## src/hdl/osatb_pkg.sv

```systemverilog
// Shared types and constants for the one-shot alarm timer bank.
// No dependencies; every other file of the block imports this package.
`default_nettype none

package osatb_pkg;

  // Operation codes carried in the opcode field of an input transaction.
  localparam logic [1:0] OP_ARM    = 2'd0;
  localparam logic [1:0] OP_DISARM = 2'd1;
  localparam logic [1:0] OP_TICK   = 2'd2;

  // Width of the alarm index fields on the ports.
  localparam int ID_WIDTH = 4;

  // At most this many expiries are reported for one tick.
  localparam int MAX_RESULTS = 16;
  localparam int REP_WIDTH   = $clog2(MAX_RESULTS + 1);

  typedef struct packed {
    logic [1:0]          opcode;
    logic [ID_WIDTH-1:0] alarm_id;
    logic [31:0]         timeout;
    logic                notify;
  } in_t;

  typedef struct packed {
    logic [ID_WIDTH-1:0] expired_id;
    logic                last_in_run;
  } out_t;

  // Commands from the controller to the datapath.
  typedef struct packed {
    logic arm;         // write a new alarm entry
    logic disarm;      // clear the enable of one alarm
    logic walk_begin;  // reset the walk index and report count
    logic rd_issue;    // read the entry at the walk index and advance
    logic flush;       // release the held expiry as the last of the tick
  } cmd_t;

  // Status from the datapath to the controller.
  typedef struct packed {
    logic idx_last;    // walk index points at the final alarm
  } sts_t;

endpackage

`default_nettype wire

```

## src/hdl/one_shot_alarm_timer_bank_top.sv

```systemverilog
// Top level of the one-shot alarm timer bank.
// Depends on osatb_pkg, osatb_ctrl and osatb_datapath.
`default_nettype none

// A bank of ALARM_COUNT one-shot alarms driven by command transactions. A
// transaction is taken at a rising edge with start high and busy low. An arm
// or disarm transaction completes at that edge and busy stays low, so
// another transaction can follow at once. A tick transaction raises busy
// through the states S_WALK, S_LAST and S_FLUSH: in S_WALK the walk reads one
// alarm entry per cycle from the entry memory, which has one read and one
// write port, S_LAST finishes the last entry and S_FLUSH releases the final
// expiry. Each expiry is presented on result for exactly one cycle with
// strobe high, in increasing alarm order, and the last expiry of the tick
// carries last_in_run. The receiver cannot stall results, so it must take
// every strobe; the final expiry of a tick appears in the same cycle in which
// busy falls. A tick that expires no reporting alarm produces no result. Arm
// or disarm with an index beyond the bank, and the unused opcode, change
// nothing.
module one_shot_alarm_timer_bank_top #(
  parameter int ALARM_COUNT = 16,
  parameter int COUNT_WIDTH = 32
) (
  input  wire logic           clk,
  input  wire logic           rst,
  input  wire logic           start,
  output logic                busy,
  input  wire osatb_pkg::in_t item,
  output logic                strobe,
  output osatb_pkg::out_t     result
);
  import osatb_pkg::*;

  cmd_t cmd;
  sts_t sts;

  // The controller sequences the walk; of the item it sees only the opcode.
  osatb_ctrl u_ctrl (
    .clk    (clk),
    .rst    (rst),
    .start  (start),
    .opcode (item.opcode),
    .sts    (sts),
    .cmd    (cmd),
    .busy   (busy)
  );

  // The datapath holds the alarm entries and forms the expiry results.
  osatb_datapath #(
    .ALARM_COUNT (ALARM_COUNT),
    .COUNT_WIDTH (COUNT_WIDTH)
  ) u_datapath (
    .clk    (clk),
    .rst    (rst),
    .cmd    (cmd),
    .item   (item),
    .sts    (sts),
    .strobe (strobe),
    .result (result)
  );

endmodule

`default_nettype wire

```

## src/hdl/osatb_ctrl.sv

```systemverilog
// Controller state machine of the one-shot alarm timer bank.
// Depends on osatb_pkg for the command, status and input types.
`default_nettype none

module osatb_ctrl (
  input  wire logic          clk,
  input  wire logic          rst,
  input  wire logic          start,
  input  wire logic [1:0]    opcode,
  input  wire osatb_pkg::sts_t sts,
  output osatb_pkg::cmd_t    cmd,
  output logic               busy
);
  import osatb_pkg::*;

  typedef enum logic [3:0] {
    S_IDLE  = 4'b0001,
    S_WALK  = 4'b0010,
    S_LAST  = 4'b0100,
    S_FLUSH = 4'b1000
  } state_t;

  state_t state;
  state_t state_next;

  always_ff @(posedge clk) begin
    if (rst) begin
      state <= S_IDLE;
    end else begin
      state <= state_next;
    end
  end

  always_comb begin
    state_next = state;
    cmd        = '0;
    unique case (state)
      S_IDLE: begin
        if (start) begin
          cmd.arm    = (opcode == OP_ARM);
          cmd.disarm = (opcode == OP_DISARM);
          if (opcode == OP_TICK) begin
            cmd.walk_begin = 1'b1;
            state_next     = S_WALK;
          end
        end
      end
      S_WALK: begin
        cmd.rd_issue = 1'b1;
        if (sts.idx_last) begin
          state_next = S_LAST;
        end
      end
      S_LAST: begin
        // The datapath finishes the final entry during this cycle.
        state_next = S_FLUSH;
      end
      S_FLUSH: begin
        cmd.flush  = 1'b1;
        state_next = S_IDLE;
      end
      default: begin
        state_next = S_IDLE;
      end
    endcase
  end

  assign busy = (state != S_IDLE);

`ifndef ASSERT_OFF
  a_tick_starts_walk: assert property (@(posedge clk) disable iff (rst)
    (state == S_IDLE && start && opcode == OP_TICK) |=> (state == S_WALK && cmd.rd_issue))
    else $error("tick transaction did not start the walk");

  a_flush_ends_tick: assert property (@(posedge clk) disable iff (rst)
    cmd.flush |=> (!busy && !cmd.rd_issue))
    else $error("controller stayed busy after the flush cycle");

  a_state_onehot: assert property (@(posedge clk) disable iff (rst)
    $onehot(state))
    else $error("controller state is not one-hot");
`endif

endmodule

`default_nettype wire

```

## src/hdl/osatb_datapath.sv

```systemverilog
// Datapath of the one-shot alarm timer bank: entry memory, enable bits, walk pipeline.
// Depends on osatb_pkg for the command, status and payload types.
`default_nettype none

module osatb_datapath #(
  parameter int ALARM_COUNT = 16,
  parameter int COUNT_WIDTH = 32
) (
  input  wire logic            clk,
  input  wire logic            rst,
  input  wire osatb_pkg::cmd_t cmd,
  input  wire osatb_pkg::in_t  item,
  output osatb_pkg::sts_t      sts,
  output logic                 strobe,
  output osatb_pkg::out_t      result
);
  import osatb_pkg::*;

  localparam int IDX_W  = (ALARM_COUNT > 1) ? $clog2(ALARM_COUNT) : 1;
  localparam int WORD_W = 2 * COUNT_WIDTH + 1;

  // Entry word: notify, limit, count. Enable bits live in flops.
  logic [WORD_W-1:0]      mem [ALARM_COUNT];
  logic [ALARM_COUNT-1:0] enabled;

  logic [IDX_W-1:0]       rd_idx;
  logic [WORD_W-1:0]      rd_word;
  logic                   s1_valid;
  logic                   s1_en;
  logic [IDX_W-1:0]       s1_idx;

  logic [IDX_W-1:0]       pend_idx;
  logic                   pend_valid;
  logic [REP_WIDTH-1:0]   rep_cnt;

  logic                   s1_notify;
  logic [COUNT_WIDTH-1:0] s1_limit;
  logic [COUNT_WIDTH-1:0] s1_count;
  logic [COUNT_WIDTH-1:0] cnt_inc;
  logic                   hit;
  logic                   report;
  logic                   arm_ok;
  logic [IDX_W-1:0]       id_addr;

  logic                   wr_en;
  logic [IDX_W-1:0]       wr_addr;
  logic [WORD_W-1:0]      wr_data;

  logic                   strobe_next;
  out_t                   result_next;

  assign id_addr  = IDX_W'(item.alarm_id);
  assign arm_ok   = (32'(item.alarm_id) < 32'(ALARM_COUNT));

  assign s1_notify = rd_word[WORD_W-1];
  assign s1_limit  = rd_word[2*COUNT_WIDTH-1:COUNT_WIDTH];
  assign s1_count  = rd_word[COUNT_WIDTH-1:0];
  assign cnt_inc   = s1_count + COUNT_WIDTH'(1);
  assign hit       = s1_valid && s1_en && (cnt_inc >= s1_limit);
  assign report    = hit && s1_notify && (rep_cnt < REP_WIDTH'(MAX_RESULTS));

  assign sts.idx_last = (rd_idx == IDX_W'(ALARM_COUNT - 1));

  // One write port: arming from the input, or the count update of the walk.
  always_comb begin
    wr_en   = 1'b0;
    wr_addr = s1_idx;
    wr_data = {s1_notify, s1_limit, cnt_inc};
    if (cmd.arm && arm_ok) begin
      wr_en   = 1'b1;
      wr_addr = id_addr;
      wr_data = {item.notify, COUNT_WIDTH'(item.timeout), {COUNT_WIDTH{1'b0}}};
    end else if (s1_valid && s1_en && !hit) begin
      wr_en = 1'b1;
    end
  end

  always_ff @(posedge clk) begin
    if (wr_en) begin
      mem[wr_addr] <= wr_data;
    end
    if (cmd.rd_issue) begin
      rd_word <= mem[rd_idx];
    end
  end

  always_ff @(posedge clk) begin
    if (rst) begin
      enabled <= '0;
    end else begin
      if (cmd.arm && arm_ok) begin
        enabled[id_addr] <= 1'b1;
      end else if (cmd.disarm && arm_ok) begin
        enabled[id_addr] <= 1'b0;
      end else if (hit) begin
        enabled[s1_idx] <= 1'b0;
      end
    end
  end

  // Walk index and the entry stage behind the memory read.
  always_ff @(posedge clk) begin
    if (rst) begin
      rd_idx   <= '0;
      s1_valid <= 1'b0;
    end else begin
      s1_valid <= cmd.rd_issue;
      if (cmd.walk_begin) begin
        rd_idx <= '0;
      end else if (cmd.rd_issue) begin
        rd_idx <= rd_idx + IDX_W'(1);
      end
    end
  end

  always_ff @(posedge clk) begin
    if (cmd.rd_issue) begin
      s1_idx <= rd_idx;
      s1_en  <= enabled[rd_idx];
    end
  end

  // An expiry is held back until the next one shows up or the walk ends,
  // so that the last one of a tick can be marked.
  always_comb begin
    strobe_next = 1'b0;
    result_next = '{expired_id: ID_WIDTH'(pend_idx), last_in_run: 1'b0};
    if (report && pend_valid) begin
      strobe_next = 1'b1;
    end else if (cmd.flush && pend_valid) begin
      strobe_next             = 1'b1;
      result_next.last_in_run = 1'b1;
    end
  end

  always_ff @(posedge clk) begin
    if (rst) begin
      pend_valid <= 1'b0;
      rep_cnt    <= '0;
      strobe     <= 1'b0;
    end else begin
      strobe <= strobe_next;
      if (cmd.walk_begin) begin
        rep_cnt <= '0;
      end else if (report) begin
        rep_cnt <= rep_cnt + REP_WIDTH'(1);
      end
      if (report) begin
        pend_valid <= 1'b1;
      end else if (cmd.flush) begin
        pend_valid <= 1'b0;
      end
    end
  end

  always_ff @(posedge clk) begin
    result <= result_next;
    if (report) begin
      pend_idx <= s1_idx;
    end
  end

`ifndef ASSERT_OFF
  a_flush_marks_last: assert property (@(posedge clk) disable iff (rst)
    (cmd.flush && pend_valid) |=> (strobe && result.last_in_run))
    else $error("held expiry was not released as the last of the tick");

  a_unmarked_has_successor: assert property (@(posedge clk) disable iff (rst)
    (strobe && !result.last_in_run) |-> pend_valid)
    else $error("unmarked expiry issued with no later expiry held");

  a_report_bound: assert property (@(posedge clk) disable iff (rst)
    rep_cnt <= REP_WIDTH'(MAX_RESULTS))
    else $error("more expiries reported than allowed for one tick");
`endif

endmodule

`default_nettype wire
```

## config.mk

```make
export PLATFORM = sky130hd
export DESIGN_NAME = one_shot_alarm_timer_bank_top
export DESIGN_NICKNAME = d
export VERILOG_FILES = /design/src/hdl/osatb_pkg.sv /design/src/hdl/one_shot_alarm_timer_bank_top.sv /design/src/hdl/osatb_ctrl.sv /design/src/hdl/osatb_datapath.sv
export SDC_FILE = /design/constraint.sdc
export NUM_CORES = 1
export LEC_CHECK = 0
export BUFFER_PORTS_ARGS = -buffer_cell sky130_fd_sc_hd__buf_2
export CORE_ASPECT_RATIO = 0.75
export CORE_UTILIZATION = 40
export CTS_BUF_LIST = sky130_fd_sc_hd__clkbuf_8
export CTS_CLUSTER_SIZE = 12
export DETAILED_ROUTE_END_ITERATION = 6
export PLACE_DENSITY = 0.56
export REMOVE_ABC_BUFFERS = 1
export SLEW_MARGIN = 40
export SYNTH_ARGS = -nofsm -noshare
export SYNTH_HDL_FRONTEND = slang
export SYNTH_HIERARCHICAL = 1
export SYNTH_SLANG_ARGS = --single-unit
```

## constraint.sdc

```tcl
create_clock -name clk -period 10.85 [get_ports clk]
set_clock_uncertainty 0.15 [all_clocks]
set_input_delay 1.085 -clock clk [delete_from_list [all_inputs] [get_ports clk]]
set_output_delay 1.085 -clock clk [all_outputs]
set_load 0.02 [all_outputs]
```

=== Yosys cells after proc, flatten, opt, wreduce, memory -nomap -nowiden ===
Memory sizes are Yosys's and may differ from the RTL's. A register that Yosys moved wholly into a read port is not among the register bits.
Cells that the tools add are included.

* Register bits: 46
* Word-level logic and storage cells: 82
* Output and inout bits: 7
* Input bits: 42
* Memories: 1
* Bits in writable memories: 1040

* Magnitude comparators: 7
* Reduce and logical (&&, ||, !) cells: 15
* Bitwise operators: 5
* Eq/ne operators: 11
* Add/sub/neg operators: 3
* Multiplexer cells: 28

{| class="wikitable"
|+ Memory list
! memory !! depth !! bits a word !! rd ports !! clocked after memory_dff !! wr ports !! RTL line !! text
|-
| u_datapath.mem || 16 || 65 || 1 || 1 || 1 || osatb_datapath.sv:23 || <nowiki>logic [WORD_W-1:0] mem [ALARM_COUNT];</nowiki>
|}

{| class="wikitable"
|+ Operators with widths
! cell !! number
|-
| $mux W65 || 1
|-
| $mux W16 || 3
|-
| $add A32 B1 Y32 const B || 1
|-
| $and A16 B16 Y16 || 2
|-
| $ge A32 B32 Y1 || 1
|-
| $not A16 Y16 || 2
|-
| $mux W4 || 4
|-
| $or A16 B16 Y16 || 1
|-
| $lt A4 B5 Y1 const B || 3
|-
| $mux W1 || 14
|-
| $pmux W4 S3 || 1
|-
| $logic_and A1 B1 Y1 || 9
|-
| $demux W1 S4 || 2
|-
| $eq A4 B4 Y1 const B || 2
|-
| $ge A4 B1 Y1 const B || 2
|-
| $mux W3 || 2
|-
| $add A5 B1 Y5 const B || 1
|-
| $lt A5 B5 Y1 const B || 1
|-
| $add A4 B1 Y4 const B || 1
|-
| $bmux W1 S4 || 1
|-
| $eq A4 B1 Y1 const B || 1
|-
| $eq A4 B2 Y1 const B || 1
|-
| $eq A4 B3 Y1 const B || 1
|-
| $ne A2 B2 Y1 const B || 2
|-
| other kinds (10) || 10
|}

=== Longest topological paths before layout ===
* Depth after elaboration: 9
* Depth in mapped cells: 16
* Depth with buffers taken out: 15

=== Modules after synthesis ===
The synthesis kept the hierarchy.

{| class="wikitable"
|+ By module, submodules not included
! module !! sequential area each (µm²) !! area an instance (µm²) !! cells each !! instances
|-
| osatb_datapath || 34112.7 || 44821.7 || 2038 || 1
|-
| osatb_ctrl || 80.1 || 222.7 || 24 || 1
|}

=== Worst setup path after synthesis ===
No wires, ideal clock.

* Kind: register to register
* From: register u_ctrl.state[0]
* To: register u_datapath.rd_idx[3]
* Period minus slack after synthesis: 6.628 ns
* Data arrival time: 6.412 ns
* Library setup time: 0.065 ns
* Path buffers: 0
* Stages on the path, launching flop included: 6
* Setup slack: 4.222 ns
* Required time: 10.635 ns
* Path through: dfxtp_1 > nand2b_1 > nor3_1 > nand4_1 > xor2_1 > nor2_1

{| class="wikitable"
|+ RTL lines
! item !! RTL line !! text
|-
| start: declaration || osatb_ctrl.sv:23 || <nowiki>state_t state;</nowiki>
|-
| start signal: assignment || osatb_ctrl.sv:30 || <nowiki>state <= state_next;</nowiki>
|-
| end signal: assignment || osatb_datapath.sv:111 || <nowiki>rd_idx <= rd_idx + IDX_W'(1);</nowiki>
|-
| end: declaration || osatb_datapath.sv:26 || <nowiki>logic [IDX_W-1:0] rd_idx;</nowiki>
|}

=== Worst setup path in the final report ===
* From: register u_datapath.rd_word[0] (read register of u_datapath.mem)
* To: memory u_datapath/mem[15][51] in the netlist's numbering, enable pin

* Word-level cells in the longest chain between the ends: 9

{| class="wikitable"
|+ RTL lines
! item !! RTL line !! text
|-
| start: declaration || osatb_datapath.sv:27 || <nowiki>logic [WORD_W-1:0] rd_word;</nowiki>
|-
| $add A32 B1 Y32 || osatb_datapath.sv:58 || <nowiki>assign cnt_inc = s1_count + COUNT_WIDTH'(1);</nowiki>
|-
| $ge A32 B32 Y1 || osatb_datapath.sv:59 || <nowiki>assign hit = s1_valid && s1_en && (cnt_inc >= s1_limit);</nowiki>
|-
| $logic_and A1 B1 Y1 || osatb_datapath.sv:59 ||
|-
| $logic_not A1 Y1 || osatb_datapath.sv:73 || <nowiki>end else if (s1_valid && s1_en && !hit) begin</nowiki>
|-
| $logic_and A1 B1 Y1 || osatb_datapath.sv:73 ||
|-
| $mux W1 || osatb_datapath.sv:73 ||
|-
| $mux W1 || osatb_datapath.sv:69 || <nowiki>if (cmd.arm && arm_ok) begin</nowiki>
|-
| $mux W1 || osatb_datapath.sv:79 || <nowiki>if (wr_en) begin</nowiki>
|-
| $mux W1 (not written as such) || osatb_datapath.sv:80 || <nowiki>mem[wr_addr] <= wr_data;</nowiki>
|-
| end: declaration || osatb_datapath.sv:23 ||
|}

No other way between the ends.

==> report_table.html <==
<table>
<tr><th>Metric</th><th>Value</th></tr>
<tr><th colspan="2">Synth</th></tr>
<tr><td>Post-synthesis cell type with the largest combined area</td><td>sky130_fd_sc_hd__edfxtp_1</td></tr>
<tr><td>Number of enable-type register cells in the synthesized netlist</td><td>between 1000 and 1500</td></tr>
<tr><td>Mean instance size in the synthesized netlist</td><td>~22 um2</td></tr>
<tr><td>Post-Synthesis Cell Area</td><td>roughly 45000 um2</td></tr>
<tr><td>Share of synthesized area occupied by flip-flops and latches</td><td>around three quarters</td></tr>
<tr><td>Main area contributors after synthesis</td><td>sky130_fd_sc_hd__edfxtp_1 74%, sky130_fd_sc_hd__mux4_2 16%, sky130_fd_sc_hd__dfxtp_1 1.6%</td></tr>
<tr><td>Top FF cell, synth</td><td>sky130_fd_sc_hd__edfxtp_1</td></tr>
<tr><td>Post-synthesis sequential element count</td><td>1151</td></tr>
<tr><td>Number of distinct standard cells referenced by the synthesized netlist</td><td>61</td></tr>
<tr><td>Fraction of registers with async set or reset after synthesis</td><td>0%</td></tr>
<tr><td>Top cell type's share of synthesized area</td><td>74.3%</td></tr>
<tr><td>Ys Warns</td><td>6</td></tr>
<tr><td>Count of mapped cells out of synthesis</td><td>2062</td></tr>
<tr><th colspan="2">Layout</th></tr>
<tr><td>Ratio of cells with drive above 1 in the final layout</td><td>29.9%</td></tr>
<tr><td>Area taken by flip-flops and latches</td><td>roughly 34000 um2</td></tr>
<tr><td>Final core utilization</td><td>45.6%</td></tr>
<tr><td>Count of fill cells added during filler insertion</td><td>~9000</td></tr>
<tr><td>Net total in the final layout</td><td>2343</td></tr>
<tr><td>Area growth from synthesis to layout</td><td>13.0%</td></tr>
<tr><td>Number of standard cells in the layout, taps in and fillers out</td><td>between 3000 and 4000</td></tr>
<tr><td>Area taken by multi-input logic gates</td><td>10500 um2</td></tr>
<tr><th colspan="2">Clock tree</th></tr>
<tr><td>Cts repair resizes</td><td>0</td></tr>
<tr><td>Library cell used as clock root buffer</td><td>sky130_fd_sc_hd__clkbuf_8</td></tr>
<tr><td>Worst-path clk slew</td><td>around 0.060 ns</td></tr>
<tr><td>Clock insertion delay at the later pin of the skew report</td><td>0.87 ns</td></tr>
<tr><td>TritonCTS buffer count</td><td>176</td></tr>
<tr><td>Hold-fix buffer count after cts</td><td>0</td></tr>
<tr><td>H-Tree Level Count</td><td>4</td></tr>
<tr><td>Setup fix buffers added after clock tree synthesis</td><td>0</td></tr>
<tr><td>Buffer depth of the longest clock path</td><td>3</td></tr>
<tr><td>TritonCTS clock tree</td><td>built</td></tr>
<tr><td>Total clock sinks</td><td>1151</td></tr>
<tr><th colspan="2">Timing</th></tr>
<tr><td>Max-slew violation count</td><td>0</td></tr>
<tr><td>Tightest slew margin relative to the limit</td><td>roughly two fifths</td></tr>
<tr><td>Count of endpoints failing setup in the final report</td><td>0</td></tr>
<tr><td>Post-route clock period utilization</td><td>58.7%</td></tr>
<tr><td>Final min period</td><td>roughly 6.4 ns</td></tr>
<tr><td>Maximum clock frequency</td><td>157 MHz</td></tr>
<tr><td>Unrepaired setup endpoints after global routing</td><td>no</td></tr>
<tr><td>Number of failing hold endpoints at the final stage</td><td>0</td></tr>
<tr><td>Slew @ Worst Pin</td><td>0.909 ns</td></tr>
<tr><th colspan="2">Setup path</th></tr>
<tr><td>Startpoint type of the worst setup path</td><td>flop</td></tr>
<tr><td>Slowest cell on the critical path</td><td>sky130_fd_sc_hd__buf_4</td></tr>
<tr><td>Largest incremental delay on the critical path</td><td>0.62 ns</td></tr>
<tr><td>CP Cell Sequence</td><td>ha_1 -&gt; and3_1 -&gt; and4_1 -&gt; nand3_1 -&gt; nor2_1 -&gt; nand2_1 -&gt; xnor2_1 -&gt; ha_1 -&gt; a21oi_1 -&gt; nand2_1 -&gt; a221oi_1 -&gt; nand3_1 -&gt; o31ai_2 -&gt; o21ai_2 -&gt; nor2_4 -&gt; buf_4 -&gt; buf_4</td></tr>
<tr><td>Worst Path Arrival</td><td>6.70 ns</td></tr>
<tr><td>CP Class</td><td>flop to flop</td></tr>
<tr><td>Data required time at the worst endpoint</td><td>11.18 ns</td></tr>
<tr><td>Sort of element at the end of the critical path</td><td>flop</td></tr>
<tr><td>Crit Path Max Fanout</td><td>33</td></tr>
<tr><th colspan="2">Placed design</th></tr>
<tr><td>HPWL Detailed</td><td>~61000 um</td></tr>
<tr><td>Number of buffers inserted by port buffering</td><td>48</td></tr>
<tr><td>Placed cells</td><td>3598</td></tr>
<tr><td>Routability cong.</td><td>about 0.79</td></tr>
<tr><th colspan="2">GRT</th></tr>
<tr><td>Pin count of the biggest net entering global routing</td><td>84</td></tr>
<tr><td>Overall Global Routing Usage</td><td>19.4%</td></tr>
<tr><td>Global-route wire length before repair</td><td>159000 um</td></tr>
<tr><td>Initial antenna violation count</td><td>1</td></tr>
<tr><td>Sum of overflow across all layers after global routing</td><td>0</td></tr>
<tr><td>Via count of the first global-routing pass</td><td>22923</td></tr>
<tr><th colspan="2">Drt</th></tr>
<tr><td>Vias per std cell</td><td>5.57</td></tr>
<tr><td>Length of the first detailed-routing pass in iterations</td><td>7</td></tr>
<tr><td>Number of routed nets with antenna violations</td><td>0</td></tr>
<tr><td>Number of DRC markers in iteration 0</td><td>between 2000 and 2500</td></tr>
<tr><td>WL final</td><td>108000 um</td></tr>
<tr><td>DRC violation count after routing</td><td>0</td></tr>
<tr><td>Detailed-route via count</td><td>21743</td></tr>
<tr><td>Post-detailed-route wirelength per cell</td><td>between 20 and 30 um</td></tr>
<tr><th colspan="2">Power and ir drop</th></tr>
<tr><td>Power per cell area</td><td>around 160 nW/um2</td></tr>
<tr><td>Static power due to leakage</td><td>0.0157 uW</td></tr>
<tr><td>Worst vdd ir</td><td>0.113 mV</td></tr>
<tr><th colspan="2">Die</th></tr>
<tr><td>Die width</td><td>389 um</td></tr>
<tr><td>Initial Util</td><td>approximately two fifths</td></tr>
<tr><td>Core area</td><td>112000 um2</td></tr>
<tr><td>Number of core rows</td><td>between 100 and 150</td></tr>
<tr><td>DIE HEIGHT</td><td>293 um</td></tr>
<tr><td>Number of top-level design ports</td><td>49</td></tr>
<tr><td>Floorplan die area</td><td>between 100000 and 150000 um2</td></tr>
<tr><th colspan="2">Flow run</th></tr>
<tr><td># Max-Cap Violations</td><td>0</td></tr>
<tr><th colspan="2">Outcome</th></tr>
<tr><td>Run status</td><td>finished clean</td></tr>
<tr><th colspan="2">Min path</th></tr>
<tr><td>Worst min-delay path class</td><td>flop to flop</td></tr>
</table>
path summary, 6_finish.rpt:
kind                                from                endpoint  slack [ns]  cells past startpoint
setup / recovery   u_datapath/rd_word[0]  u_datapath/mem[15][51]        4.48                     17
hold reg to reg   u_datapath/pend_idx[2]    u_datapath/result[3]        0.20                      0
setup reg to reg   u_datapath/rd_word[0]  u_datapath/mem[15][51]        4.48                     17
hold / removal    u_datapath/pend_idx[2]    u_datapath/result[3]        0.20                      0
cell usage in the layout (no fill, tap or decap), types with 5 or more instances in the layout:
| cell | count |
|---|---|
| sky130_fd_sc_hd__nor2_4 | 16 |
| sky130_fd_sc_hd__o21ai_1 | 8 |
| sky130_fd_sc_hd__mux4_2 | 330 |
| sky130_fd_sc_hd__and2_1 | 32 |
| sky130_fd_sc_hd__clkinvlp_4 | 6 |
| sky130_fd_sc_hd__clkinv_1 | 37 |
| sky130_fd_sc_hd__nor3_1 | 6 |
| sky130_fd_sc_hd__nor2_1 | 38 |
| sky130_fd_sc_hd__o21ai_2 | 7 |
| sky130_fd_sc_hd__and3_1 | 10 |
| sky130_fd_sc_hd__buf_6 | 15 |
| sky130_fd_sc_hd__a21oi_1 | 31 |
| sky130_fd_sc_hd__inv_1 | 104 |
| sky130_fd_sc_hd__buf_8 | 5 |
| sky130_fd_sc_hd__nand2_1 | 69 |
| sky130_fd_sc_hd__nand2b_1 | 5 |
| sky130_fd_sc_hd__o21ai_0 | 31 |
| sky130_fd_sc_hd__edfxtp_1 | 1114 |
| sky130_fd_sc_hd__clkbuf_8 | 180 |
| sky130_fd_sc_hd__a211oi_2 | 10 |
| sky130_fd_sc_hd__buf_4 | 44 |
| sky130_fd_sc_hd__inv_6 | 5 |
| sky130_fd_sc_hd__dfxtp_1 | 33 |
| sky130_fd_sc_hd__ha_1 | 35 |
| sky130_fd_sc_hd__buf_16 | 9 |
| sky130_fd_sc_hd__xnor2_1 | 19 |
| sky130_fd_sc_hd__buf_2 | 48 |
| sky130_fd_sc_hd__nand4_1 | 12 |
| sky130_fd_sc_hd__nand3_1 | 18 |
| sky130_fd_sc_hd__xor2_1 | 15 |
| sky130_fd_sc_hd__clkinv_2 | 13 |
| sky130_fd_sc_hd__o31ai_1 | 5 |
synth_stat cells (3+ instances only):
library cell	instances
sky130_fd_sc_hd__nor2_1	55
sky130_fd_sc_hd__nand2b_1	5
sky130_fd_sc_hd__and3_1	10
sky130_fd_sc_hd__nand3_1	18
sky130_fd_sc_hd__edfxtp_1	1114
sky130_fd_sc_hd__nor3b_1	4
sky130_fd_sc_hd__o22a_1	4
sky130_fd_sc_hd__o21ai_0	44
sky130_fd_sc_hd__o31ai_1	5
sky130_fd_sc_hd__a311oi_1	3
sky130_fd_sc_hd__a211oi_2	10
sky130_fd_sc_hd__nor3_1	7
sky130_fd_sc_hd__clkbuf_1	66
sky130_fd_sc_hd__a32o_1	4
sky130_fd_sc_hd__mux4_2	330
sky130_fd_sc_hd__or3_1	4
sky130_fd_sc_hd__dfxtp_1	37
sky130_fd_sc_hd__xnor2_1	19
sky130_fd_sc_hd__and4_1	4
sky130_fd_sc_hd__nand4_1	12
sky130_fd_sc_hd__a211oi_1	3
sky130_fd_sc_hd__a21oi_1	34
sky130_fd_sc_hd__inv_1	44
sky130_fd_sc_hd__ha_1	35
sky130_fd_sc_hd__and2_1	32
sky130_fd_sc_hd__nand2_1	69
sky130_fd_sc_hd__buf_2	27
sky130_fd_sc_hd__xor2_1	15
sky130_fd_sc_hd__buf_1	5
sky130_fd_sc_hd__nor2b_1	5
critical path, delay by kind of cell (launching register included):
family	cells	cell delay, ns
AOI/OAI and AO/OA	4	1.28
and+or+nand+nor	8	2.25
DFF	1	0.45
buffers and inverters	2	1.08
adders and majority gates	2	0.51
xor gates and xnor gates	1	0.21
registers in the layout, indices dropped and copies added, names as in the netlist:
| signal | cells |
|---|---|
| u_ctrl/state | 4 |
| u_datapath/s1_valid | 1 |
| u_datapath/enabled | 16 |
| u_datapath/s1_idx | 4 |
| u_datapath/mem | 1040 |
| u_datapath/pend_idx | 4 |
| u_datapath/result | 5 |
| u_datapath/strobe | 1 |
| u_datapath/s1_en | 1 |
| u_datapath/rd_word | 65 |
| u_datapath/rep_cnt | 5 |
| u_datapath/pend_valid | 1 |
| u_datapath/rd_idx | 4 |
stage by stage:
| step | instance area, um2 | setup TNS (ns) | hold slack (ns) | worst slack (ns) | total power, uW |
|---|---|---|---|---|---|
| floorplan | 44600 | -109.11 | 0.173 | -1.72 | 5000 |
| global placement | 47400 | 0 | 0.191 | 4.51 | 5040 |
| detailed placement | 47800 | 0 | 0.184 | 4.41 | 5050 |
| CTS | 50800 | 0 | 0.204 | 4.37 | 8270 |
| global route | 50900 | 0 | 0.216 | 4.00 | 8460 |
| finish | 50900 | 0 | 0.198 | 4.48 | 8170 |
routing by layer:
| metal | up-vias | global-route usage, % | routed length (um) | share of wire (%) |
|---|---|---|---|---|
| met3 | 144 | 3.72 | 6920 | 6.4 |
| met5 | - | 0 | 0 | 0 |
| met4 | 0 | 5.89 | 1890 | 1.8 |
| li1 | 9056 | - | - | - |
| met2 | 775 | 29.1 | 49700 | 46 |
| met1 | 11768 | 28.7 | 49600 | 46 |
cell type report:
cell class	count	area share, %
diodes	1	0.00492
clock buffers	180	4.87
clock inverters	123	1.10
inverters	44	0.324
multi-input cells	768	20.5
flip-flops and latches	1151	67.2
well taps	1512	3.72
repair buffers	125	2.24
where the power goes:
part / internal [uW] / switching (uW) / leakage, uW / total (uW)
Sequential: 4850 / 3.18 / 0.0103 / 4850
Clock: 1560 / 1660 / 0.00177 / 3220
Combinational: 27.7 / 75.5 / 0.00358 / 103
cells by family after synthesis:
kind of cell	synth area share, %
xor gates and xnor gates	0.661
buffers and inverters	1.28
DFF	75.9
adders and majority gates	0.972
AOI/OAI and AO/OA	1.89
muxes	16.6
and+or+nand+nor	2.69
(Power assumes the default switching activity.)
